$ cat src/rtl/cda_pkg.sv
// ----------------------------------------------------------------------------
// cda_pkg: calendar date advance shared types and helpers
// Item structs, command codes, sequencer states and calendar functions used
// by the date advance block.
// ----------------------------------------------------------------------------
package cda_pkg;

   // Command codes
   localparam logic [1:0] CMD_ADD_DAYS   = 2'd0;
   localparam logic [1:0] CMD_ADD_MONTHS = 2'd1;
   localparam logic [1:0] CMD_ADD_YEARS  = 2'd2;

   // Calendar limits
   localparam logic [16:0] YEAR_MAX       = 17'd9999;
   localparam logic [16:0] YEAR_MIN_VALID = 17'd1990;
   localparam logic [8:0]  DAYS_LEAP      = 9'd366;
   localparam logic [8:0]  DAYS_COMMON    = 9'd365;
   localparam logic [6:0]  YY_LAST        = 7'd99;

   // Reciprocals: x / 100 = (x * 5243) >> 19 for x < 43690,
   //              x / 12  = (x * 174763) >> 21 for x < 2**19
   localparam logic [17:0] RECIP_100 = 18'd5243;
   localparam logic [17:0] RECIP_12  = 18'd174763;

   typedef struct packed {
      logic [1:0]  cmd;
      logic [4:0]  start_day;
      logic [3:0]  start_month;
      logic [13:0] start_year;
      logic [15:0] amount;
   } req_type;

   typedef struct packed {
      logic [4:0]  new_day;
      logic [3:0]  new_month;
      logic [13:0] new_year;
      logic        start_valid;
      logic        year_overflow;
   } rsp_type;

   typedef enum logic [2:0] {
      ST_IDLE,
      ST_SPLIT,
      ST_SETUP,
      ST_YEARS,
      ST_MONTHS,
      ST_MUL12,
      ST_MQUOT,
      ST_FINISH
   } state_type;

   // Leap year from year mod 100 and (year / 100) mod 4
   function automatic logic is_leap(input logic [6:0] yy, input logic [1:0] c4);
      is_leap = (yy[1:0] == 2'd0) && ((yy != 7'd0) || (c4 == 2'd0));
   endfunction

   // Length of a month; codes outside 1 to 12 mean nothing here
   function automatic logic [4:0] month_days(input logic [3:0] m, input logic leap);
      case (m)
         4'd2: begin
            month_days = leap ? 5'd29 : 5'd28;
         end
         4'd4, 4'd6, 4'd9, 4'd11: begin
            month_days = 5'd30;
         end
         default: begin
            month_days = 5'd31;
         end
      endcase
   endfunction

endpackage

$ cat src/rtl/calendar_date_advance.sv
// ----------------------------------------------------------------------------
// calendar_date_advance: Gregorian date advance
// Advances a date by a number of days, months or years and checks the
// starting date. A small sequencer steps one shared add/compare datapath
// and one shared multiplier.
// ----------------------------------------------------------------------------
//
//   channel  ports                            direction  carries
//   req      req_valid req_ready req_data     in         cmd, date, amount
//   rsp      rsp_valid rsp_ready rsp_data     out        date, valid, overflow
//
// An item passes through SPLIT and SETUP. Adding years or passing a date through
// then goes to FINISH, adding months goes through MUL12 and MQUOT, and adding
// days loops in YEARS, one whole year skipped per step, and in MONTHS, one
// month step at a time, before FINISH. The block holds one item at a time. A finished
// item waits in the output register, so the next item is accepted while it is stalled.
// Reset is synchronous and active high and clears the sequencer and rsp_valid.
module calendar_date_advance (
   input  logic             clock,
   input  logic             reset,
   input  logic             req_valid,
   output logic             req_ready,
   input  cda_pkg::req_type req_data,
   output logic             rsp_valid,
   input  logic             rsp_ready,
   output cda_pkg::rsp_type rsp_data
);

   // Sequencer and working registers
   cda_pkg::state_type state_ff, state_in;
   logic [1:0]  cmd_ff, cmd_in;
   logic [4:0]  day_ff, day_in;
   logic [3:0]  month_ff, month_in;
   logic [16:0] year_ff, year_in;
   logic [16:0] rem_ff, rem_in;
   logic [6:0]  yy_ff, yy_in;
   logic [1:0]  c4_ff, c4_in;
   logic [34:0] prod_ff, prod_in;
   logic        valid_ff, valid_in;
   logic        rsp_valid_ff, rsp_valid_in;
   cda_pkg::rsp_type rsp_ff, rsp_in;

   // Shared datapath signals
   logic [16:0] mul_a;
   logic [17:0] mul_b;
   logic        leap_cur;
   logic [8:0]  year_days;
   logic [4:0]  mon_days;
   logic [16:0] year_inc;
   logic [6:0]  yy_inc;
   logic [1:0]  c4_inc;
   logic [7:0]  cent;
   logic [14:0] yy_wide;
   logic [6:0]  yy_start;
   logic        leap_start;
   logic        month_ok;
   logic [17:0] day_sum;
   logic [12:0] q12;
   logic [16:0] r12;
   logic        out_free;

   // Current-year calendar facts
   assign leap_cur  = cda_pkg::is_leap(yy_ff, c4_ff);
   assign year_days = leap_cur ? cda_pkg::DAYS_LEAP : cda_pkg::DAYS_COMMON;
   assign mon_days  = cda_pkg::month_days(month_ff, leap_cur);
   assign month_ok  = (month_ff >= 4'd1) && (month_ff <= 4'd12);

   // Advance the year together with its mod 100 and century mod 4
   assign year_inc = year_ff + 17'd1;
   assign yy_inc   = (yy_ff == cda_pkg::YY_LAST) ? 7'd0 : yy_ff + 7'd1;
   assign c4_inc   = (yy_ff == cda_pkg::YY_LAST) ? c4_ff + 2'd1 : c4_ff;

   // Split the start year into century and year of century
   assign cent       = prod_ff[26:19];
   assign yy_wide    = {1'b0, year_ff[13:0]} - ({7'd0, cent} * 15'd100);
   assign yy_start   = yy_wide[6:0];
   assign leap_start = cda_pkg::is_leap(yy_start, cent[1:0]);

   // Day step and month quotient
   assign day_sum = {1'b0, rem_ff} + {13'd0, day_ff};
   assign q12     = prod_ff[33:21];
   assign r12     = rem_ff - ({4'd0, q12} * 17'd12);

   assign out_free = !rsp_valid_ff || rsp_ready;

   // Shared multiplier operand select
   always_comb begin
      if (state_ff == cda_pkg::ST_MUL12) begin
         mul_a = rem_ff;
         mul_b = cda_pkg::RECIP_12;
      end else begin
         mul_a = year_ff;
         mul_b = cda_pkg::RECIP_100;
      end
   end

   // Next state
   always_comb begin
      state_in = state_ff;
      case (state_ff)
         cda_pkg::ST_IDLE: begin
            if (req_valid) begin
               state_in = cda_pkg::ST_SPLIT;
            end
         end
         cda_pkg::ST_SPLIT: begin
            state_in = cda_pkg::ST_SETUP;
         end
         cda_pkg::ST_SETUP: begin
            if (cmd_ff == cda_pkg::CMD_ADD_DAYS && month_ok) begin
               state_in = cda_pkg::ST_YEARS;
            end else if (cmd_ff == cda_pkg::CMD_ADD_MONTHS && month_ok) begin
               state_in = cda_pkg::ST_MUL12;
            end else begin
               state_in = cda_pkg::ST_FINISH;
            end
         end
         cda_pkg::ST_YEARS: begin
            if (rem_ff < {8'd0, year_days}) begin
               state_in = cda_pkg::ST_MONTHS;
            end
         end
         cda_pkg::ST_MONTHS: begin
            if (day_sum <= {13'd0, mon_days}) begin
               state_in = cda_pkg::ST_FINISH;
            end
         end
         cda_pkg::ST_MUL12: begin
            state_in = cda_pkg::ST_MQUOT;
         end
         cda_pkg::ST_MQUOT: begin
            state_in = cda_pkg::ST_FINISH;
         end
         cda_pkg::ST_FINISH: begin
            if (out_free) begin
               state_in = cda_pkg::ST_IDLE;
            end
         end
         default: begin
            state_in = cda_pkg::ST_IDLE;
         end
      endcase
   end

   // Datapath updates per state
   always_comb begin
      cmd_in       = cmd_ff;
      day_in       = day_ff;
      month_in     = month_ff;
      year_in      = year_ff;
      rem_in       = rem_ff;
      yy_in        = yy_ff;
      c4_in        = c4_ff;
      valid_in     = valid_ff;
      prod_in      = prod_ff;
      rsp_in       = rsp_ff;
      rsp_valid_in = rsp_valid_ff && !rsp_ready;
      case (state_ff)
         cda_pkg::ST_IDLE: begin
            // load the item
            cmd_in   = req_data.cmd;
            day_in   = req_data.start_day;
            month_in = req_data.start_month;
            year_in  = {3'd0, req_data.start_year};
            rem_in   = {1'b0, req_data.amount};
         end
         cda_pkg::ST_SPLIT: begin
            prod_in = {17'd0, mul_a} * {17'd0, mul_b};
         end
         cda_pkg::ST_SETUP: begin
            // check the start date and dispatch on the command
            yy_in    = yy_start;
            c4_in    = cent[1:0];
            valid_in = month_ok && (year_ff >= cda_pkg::YEAR_MIN_VALID) &&
                       (day_ff != 5'd0) &&
                       (day_ff <= cda_pkg::month_days(month_ff, leap_start));
            if (cmd_ff == cda_pkg::CMD_ADD_MONTHS) begin
               rem_in = rem_ff + {13'd0, month_ff} - 17'd1;
            end else if (cmd_ff == cda_pkg::CMD_ADD_YEARS) begin
               year_in = year_ff + rem_ff;
            end
         end
         cda_pkg::ST_YEARS: begin
            // skip one whole year
            if (rem_ff >= {8'd0, year_days}) begin
               rem_in  = rem_ff - {8'd0, year_days};
               year_in = year_inc;
               yy_in   = yy_inc;
               c4_in   = c4_inc;
            end
         end
         cda_pkg::ST_MONTHS: begin
            // use up the rest of the month, or land on the final day
            if (day_sum > {13'd0, mon_days}) begin
               rem_in = 17'(day_sum - {13'd0, mon_days} - 18'd1);
               day_in = 5'd1;
               if (month_ff == 4'd12) begin
                  month_in = 4'd1;
                  year_in  = year_inc;
                  yy_in    = yy_inc;
                  c4_in    = c4_inc;
               end else begin
                  month_in = month_ff + 4'd1;
               end
            end else begin
               day_in = day_sum[4:0];
            end
         end
         cda_pkg::ST_MUL12: begin
            prod_in = {17'd0, mul_a} * {17'd0, mul_b};
         end
         cda_pkg::ST_MQUOT: begin
            year_in  = year_ff + {4'd0, q12};
            month_in = r12[3:0] + 4'd1;
         end
         cda_pkg::ST_FINISH: begin
            // saturate and hand the item to the output register
            if (out_free) begin
               rsp_valid_in          = 1'b1;
               rsp_in.new_day        = day_ff;
               rsp_in.new_month      = month_ff;
               rsp_in.start_valid    = valid_ff;
               rsp_in.year_overflow  = (year_ff > cda_pkg::YEAR_MAX);
               rsp_in.new_year       = (year_ff > cda_pkg::YEAR_MAX) ?
                                       cda_pkg::YEAR_MAX[13:0] : year_ff[13:0];
            end
         end
         default: begin
         end
      endcase
   end

   // Control registers
   always_ff @(posedge clock) begin
      if (reset) begin
         state_ff     <= cda_pkg::ST_IDLE;
         rsp_valid_ff <= 1'b0;
      end else begin
         state_ff     <= state_in;
         rsp_valid_ff <= rsp_valid_in;
      end
   end

   // Payload registers
   always_ff @(posedge clock) begin
      cmd_ff   <= cmd_in;
      day_ff   <= day_in;
      month_ff <= month_in;
      year_ff  <= year_in;
      rem_ff   <= rem_in;
      yy_ff    <= yy_in;
      c4_ff    <= c4_in;
      prod_ff  <= prod_in;
      valid_ff <= valid_in;
      rsp_ff   <= rsp_in;
   end

   assign req_ready = (state_ff == cda_pkg::ST_IDLE);
   assign rsp_valid = rsp_valid_ff;
   assign rsp_data  = rsp_ff;

   // An accepted item keeps the block busy on the next cycle
   a_busy_after_accept: assert property (@(posedge clock) disable iff (reset)
      req_valid && req_ready |=> !req_ready)
      else $error("block ready right after accepting an item");

   // Overflow flag goes with a saturated year
   a_ovf_saturates: assert property (@(posedge clock) disable iff (reset)
      rsp_valid && rsp_data.year_overflow |-> rsp_data.new_year == 14'd9999)
      else $error("overflow without saturated year");

   // A valid start date always gives a month in range
   a_month_range: assert property (@(posedge clock) disable iff (reset)
      rsp_valid && rsp_data.start_valid |->
         rsp_data.new_month >= 4'd1 && rsp_data.new_month <= 4'd12)
      else $error("result month out of range for a valid start date");

endmodule
$ cat config.mk
export PLATFORM = sky130hd
export DESIGN_NAME = calendar_date_advance
export DESIGN_NICKNAME = d
export VERILOG_FILES = /design/src/rtl/cda_pkg.sv /design/src/rtl/calendar_date_advance.sv
export SDC_FILE = /design/constraint.sdc
export NUM_CORES = 1
export LEC_CHECK = 0
export BUFFER_PORTS_ARGS = -buffer_cell sky130_fd_sc_hd__buf_2
export CAP_MARGIN = 20
export CELL_PAD_IN_SITES_DETAIL_PLACEMENT = 0
export CELL_PAD_IN_SITES_GLOBAL_PLACEMENT = 1
export CORE_UTILIZATION = 40
export DETAILED_ROUTE_END_ITERATION = 10
export GPL_TIMING_DRIVEN = 0
export HOLD_SLACK_MARGIN = 0.03
export PLACE_DENSITY_LB_ADDON = 0.05
export RECOVER_POWER = 100
export SLEW_MARGIN = 20
export SYNTH_ARGS = -nofsm -noshare
export SYNTH_HDL_FRONTEND = slang
export SYNTH_SLANG_ARGS = --single-unit
export TNS_END_PERCENT = 10
$ cat constraint.sdc
create_clock -name clock -period 9.88 [get_ports clock]
set_input_delay 0 -clock clock [delete_from_list [all_inputs] [get_ports clock]]
set_output_delay 0 -clock clock [all_outputs]
set_load 0.1 [all_outputs]
# After elaboration in Yosys (flattened, before gate mapping)
# Index checks and enable logic that the tools add are counted.
# word_totals
ff_bits	118
latchBits	0
ramBits	0
rom_bits	0
in_bits	45
word_cells	147
n_memories	0
# classes
n_addsub	15
multipliers	3
n_div	0
n_lt_le_gt_ge	9
n_eq_ne	26
n_shift	0
muxes	42
n_bitwise	0
n_reduce_logical	36
# op_table
cell	n
$mux W17	9
$pmux W17 S5	1
$pmux W17 S4	1
$mul A17 B18 Y34	1
$sub A17 B1 Y17 const B	2
$mux W7	4
$pmux W3 S8	1
$pmux W7 S3	1
$ne A2 B2 Y1 const B	10
$add A17 B5 Y18	1
$gt A18 B5 Y1	1
$le A18 B5 Y1	1
$mux W18	1
$add A17 B1 Y17 const B	1
$add A17 B13 Y17	1
$add A17 B17 Y17	1
$add A17 B4 Y17	1
$ge A17 B11 Y1 const B	1
$ge A17 B9 Y1	1
$gt A17 B14 Y1 const B	1
$lt A17 B9 Y1	1
$sub A17 B5 Y17	1
$sub A17 B9 Y17	1
$mux W3	5
other kinds (42)	82

# Logic depth before layout (Yosys ltp)
# depth
ltp_word	10
ltp_mapped	30

# Least setup slack after synthesis
# Ideal clock, no wire load.
# synth_path
path_kind	flip-flop to flip-flop
from	reg state_ff[1]
to	reg prod_ff[32] (data pin)
arrival_time_ns	6.665
t_required_ns	9.618
slack_ns	2.953
stages_incl_launch_ff	26
path_buffers	1
period_less_slack_ns	6.927
path_cell_list	dfxtp_1 nand2b_1 inv_1 nand2_1 clkbuf_1 nor2_1 or2_2 ha_1 fa_1 fa_1 fa_1 fa_1 inv_1 fa_1 inv_1 ha_1 a21o_1 a21o_1 a221o_1 a31oi_1 o21ai_2 a41oi_2 o211ai_1 a31oi_1 o21bai_1 xor2_1
# synth_between
elab_chain_cells	3
word_cells_on_any_way	4
# synth_lines
item	line	source
start: declaration	calendar_date_advance.sv:30	cda_pkg::state_type state_ff, state_in;
start signal: assignment	calendar_date_advance.sv:236	state_ff <= cda_pkg::ST_IDLE;
start signal: assignment	calendar_date_advance.sv:239	state_ff <= state_in;
$eq A3 B3 Y1 *	calendar_date_advance.sv:88, calendar_date_advance.sv:158	
$mux W17 or $mux W18 (tied branches)	calendar_date_advance.sv:88	if (state_ff == cda_pkg::ST_MUL12) begin
$mul A17 B18 Y34 *	calendar_date_advance.sv:168, calendar_date_advance.sv:210	
end signal: assignment	calendar_date_advance.sv:253	prod_ff <= prod_in;
end: declaration	calendar_date_advance.sv:38	logic [34:0] prod_ff, prod_in;
# Mark *: on every way between the ends. The rest lies on a longest branch, timed or not.
# A chain may end at the register's enable or synchronous reset.

# Final worst setup path
# layout_path
from	reg state_ff[0]
to	reg prod_ff[33] (data pin)
# Same word-level chain as after synthesis.

==> impl_metrics.toml <==
[clock_network]
clk_pin_slew_ns = 0.09
cts_sinks = 99
root_buffer = "clkbuf_16"
insertion_delay_ns = 0.39
cts-buffers-inserted = 9
cts_resized = 0
cts_tree = "yes"
clock_path_buffers = 2
ctsHtreeMaxLevel = 3

[timing]
finalSetupViolations = 0
relSlewSlack_pct = -37.3
fmax_mhz = 111
worst_clock_skew_ns = 0.0184
maxSlewViolCount = 26
hold_viol = 0
min_period_ns = 9.00
rsz0062_at_grt = "false"
tns_ns = 0
worstMarginPinSlew_ns = 2.01
fin_crit_sh_pct = 91.1

[critical_path]
worst-setup-path-type = "flop to flop"
worstPathArrival_ns = 9.14
rrSetupSlack_ns = 0.88
cp.buffers_inverters = 5
cp_common_cell = "fa_1"
start_kind = "flop"
slowest_delay_ns = 0.74
cp.required_ns = 10.02
path_delay_family = "adder cells"
critPathMaxFanout = 16
cpMaxStageDelayCell = "inv_1"
end_kind = "flop"

[yosys]
ys.flop_type = "edfxtp_1"
synth_common_cells = "inv_1 (311), ha_1 (223), fa_1 (150), nand2_1 (125), edfxtp_1 (95)"
ys_warn_count = 0
seq_area_frac_synth_pct = 20.0
synth_area_leaders = "fa_1 (20%), edfxtp_1 (19%), ha_1 (19%)"
ys_ff_latch = 99
synthDominantCellAreaShare_pct = 20.4
synth_most_common_cell = "inv_1"
syn_area_sq_um = 14700
ys_types = 79
synth_edf_count = 95
synthCells = 1588
synth_top_area_cell = "fa_1"
synth_area_per_cell_sq_um = 9.25
async_reset_ff_share_pct = 0

[detailed_routing]
ant_nets = 0
drc = 0
drt_iter0_drc = 704
totalWireLength_mm = 44.2
firstDrtPassIters = 7
num_vias = 11500
wl_per_cell_um = 20.2
viasPerCell = 5.26

[floorplanning]
dieArea_sq_um = 37500
core_sq_um = 35800
io_pins = 72
rows = 69
dieWidth_um = 194
die_h_um = 194
floorplan.initialDensity_pct = 41.0

[global_route]
grt_pass1_vias = 11900
grtUsageTotal_pct = 24.7
grt-ovfl-total = 0
grt_max_degree = 18
antenna_found_initial = 0
grt_pass1_wl_mm = 70.2

[placed_design]
port_buffers = 71
hpwlAfterDp_mm = 36.9
gp_congestion = 0.863

[run_status]
violations = "max-capacitance violations, max-slew violations"
status = "finished, violations left"

[job]
maxCapViolCount = 3

[final_layout]
fin_nets = 2141
drive_gt1_share_pct = 4.57
synthToLayoutAreaGrowth_pct = 11.0

[min_path]
hold_path_class = "input pin to flop"
-- cell families (layout without fill, tap and decap cells) --
kind of cell               after synthesis  in the layout  synth area share, %
other                                    2             17               0.0511
buffers and inverters                  358            485                 9.17
adders and majority gates              374            374                 39.5
and+or+nand+nor                        370            370                 12.2
muxes                                    7              7                0.486
xor gates and xnor gates               102            102                 6.26
AOI/OAI and AO/OA                      276            276                 12.4
DFF                                     99             99                 20.0
-- layout by cell type, fill, tap and decap left out, types with 5 or more instances in the layout --
cell type,Yosys,final
a211oi_1,8,8
a21boi_0,4,5
a21o_1,16,16
a21oi_1,79,79
a22o_1,14,14
a22oi_1,5,5
a31o_2,7,7
a31oi_1,14,14
and2_0,0,9
and2_1,15,6
and3_1,9,9
buf_2,0,44
clkbuf_1,42,75
clkbuf_16,0,9
conb_1,2,15
dlygate4sd3_1,0,38
edfxtp_1,95,95
fa_1,150,150
ha_1,223,223
inv_1,311,311
mux2i_1,6,6
nand2_1,125,125
nand2b_1,17,17
nand3_1,34,34
nand4_1,8,8
nor2_1,79,79
nor2b_1,16,16
nor3_1,33,33
nor4_1,6,6
o211ai_1,10,10
o21a_1,5,5
o21ai_0,51,52
o21bai_1,11,11
o22ai_1,9,9
or3_1,6,6
xnor2_1,81,81
xor2_1,19,19
-- layout make-up --
cell class / instances / area, sq um
Clock inverter: 6 / 63.8
Multi-Input combinational cell: 1144 / 10500
Timing Repair Buffer: 111 / 709
Tap cell: 461 / 577
Clock buffer: 10 / 229
Inverter: 311 / 1170
Fill cell: 3640 / 19500
Antenna cell: 2 / 5.00
Buffer: 47 / 176
Sequential cell: 99 / 2930
-- stage by stage --
stage          hold slack (ns)  setup slack [ns]  utilization [%]  instance area [sq um]  cells
2_1_floorplan           0.0691              2.95                -                  14700   1601
3_3_place_gp             0.181             0.869             43.7                  15700   2133
3_5_place_dp             0.185             0.893             44.0                  15700   2135
4_1_cts                 0.0340             0.864             45.8                  16400   2189
5_1_grt                 0.0632             0.347             45.5                  16300   2189
6_report                0.0530             0.878             45.5                  16300   2191
-- worst reg2reg max path, cell delays in order (launching register included) --
cell	delay, ns
dfxtp_1	0.41
nand2b_1	0.12
inv_1	0.74
nand2_1	0.60
clkbuf_1	0.40
nor2_1	0.48
nor2_1	0.18
inv_1	0.23
ha_1	0.29
fa_1	0.44
fa_1	0.56
fa_1	0.46
fa_1	0.55
inv_1	0.05
fa_1	0.53
inv_1	0.04
ha_1	0.33
nand4_1	0.10
or4_1	0.47
a2bb2oi_1	0.22
o21ai_2	0.33
a41oi_1	0.26
o211ai_1	0.33
nand2_1	0.13
o21ai_0	0.38
xnor2_1	0.12
-- path summary, 6_finish.rpt --
check,start,endpoint,depth (start not counted)
worst min register to register,valid_ff$_DFFE_PP_,rsp_data[1]$_DFFE_PP_,0
worst max register to register,state_ff[0]$_SDFFE_PP0P_,prod_ff[33]$_DFFE_PP_,25
worst max-delay path,state_ff[0]$_SDFFE_PP0P_,prod_ff[33]$_DFFE_PP_,25
worst min-delay path,req_data[0],rem_ff[0]$_DFFE_PP_,3
-- sequential cells by signal, summed over array words and instances (netlist names) --
name and flops:
prod_ff 15, rem_ff 17, day_ff 5, yy_ff 7
state_ff 3, rsp_valid 1, c4_ff 2, rsp_data 25
cmd_ff 2, month_ff 4, valid_ff 1, year_ff 17
-- what timing repair did --
action	in CTS	in global routing
endpoints found under the hold margin	39	0
hold buffers	38	0
setup buffers	0	0
endpoints found under the setup margin	0	0
-- layer usage --
metal	GRT usage, %	vias to the layer above	part of all wire [%]
met2	40.9	249	47
met4	5.27	0	1.6
met1	34.8	5666	48
met5	0	-	0
li1	-	5563	-
met3	2.50	37	3.6
Power is left out: the tool's default activity adds up to more than one toggle a clock period on the data nets, which glitch-free logic cannot reach.
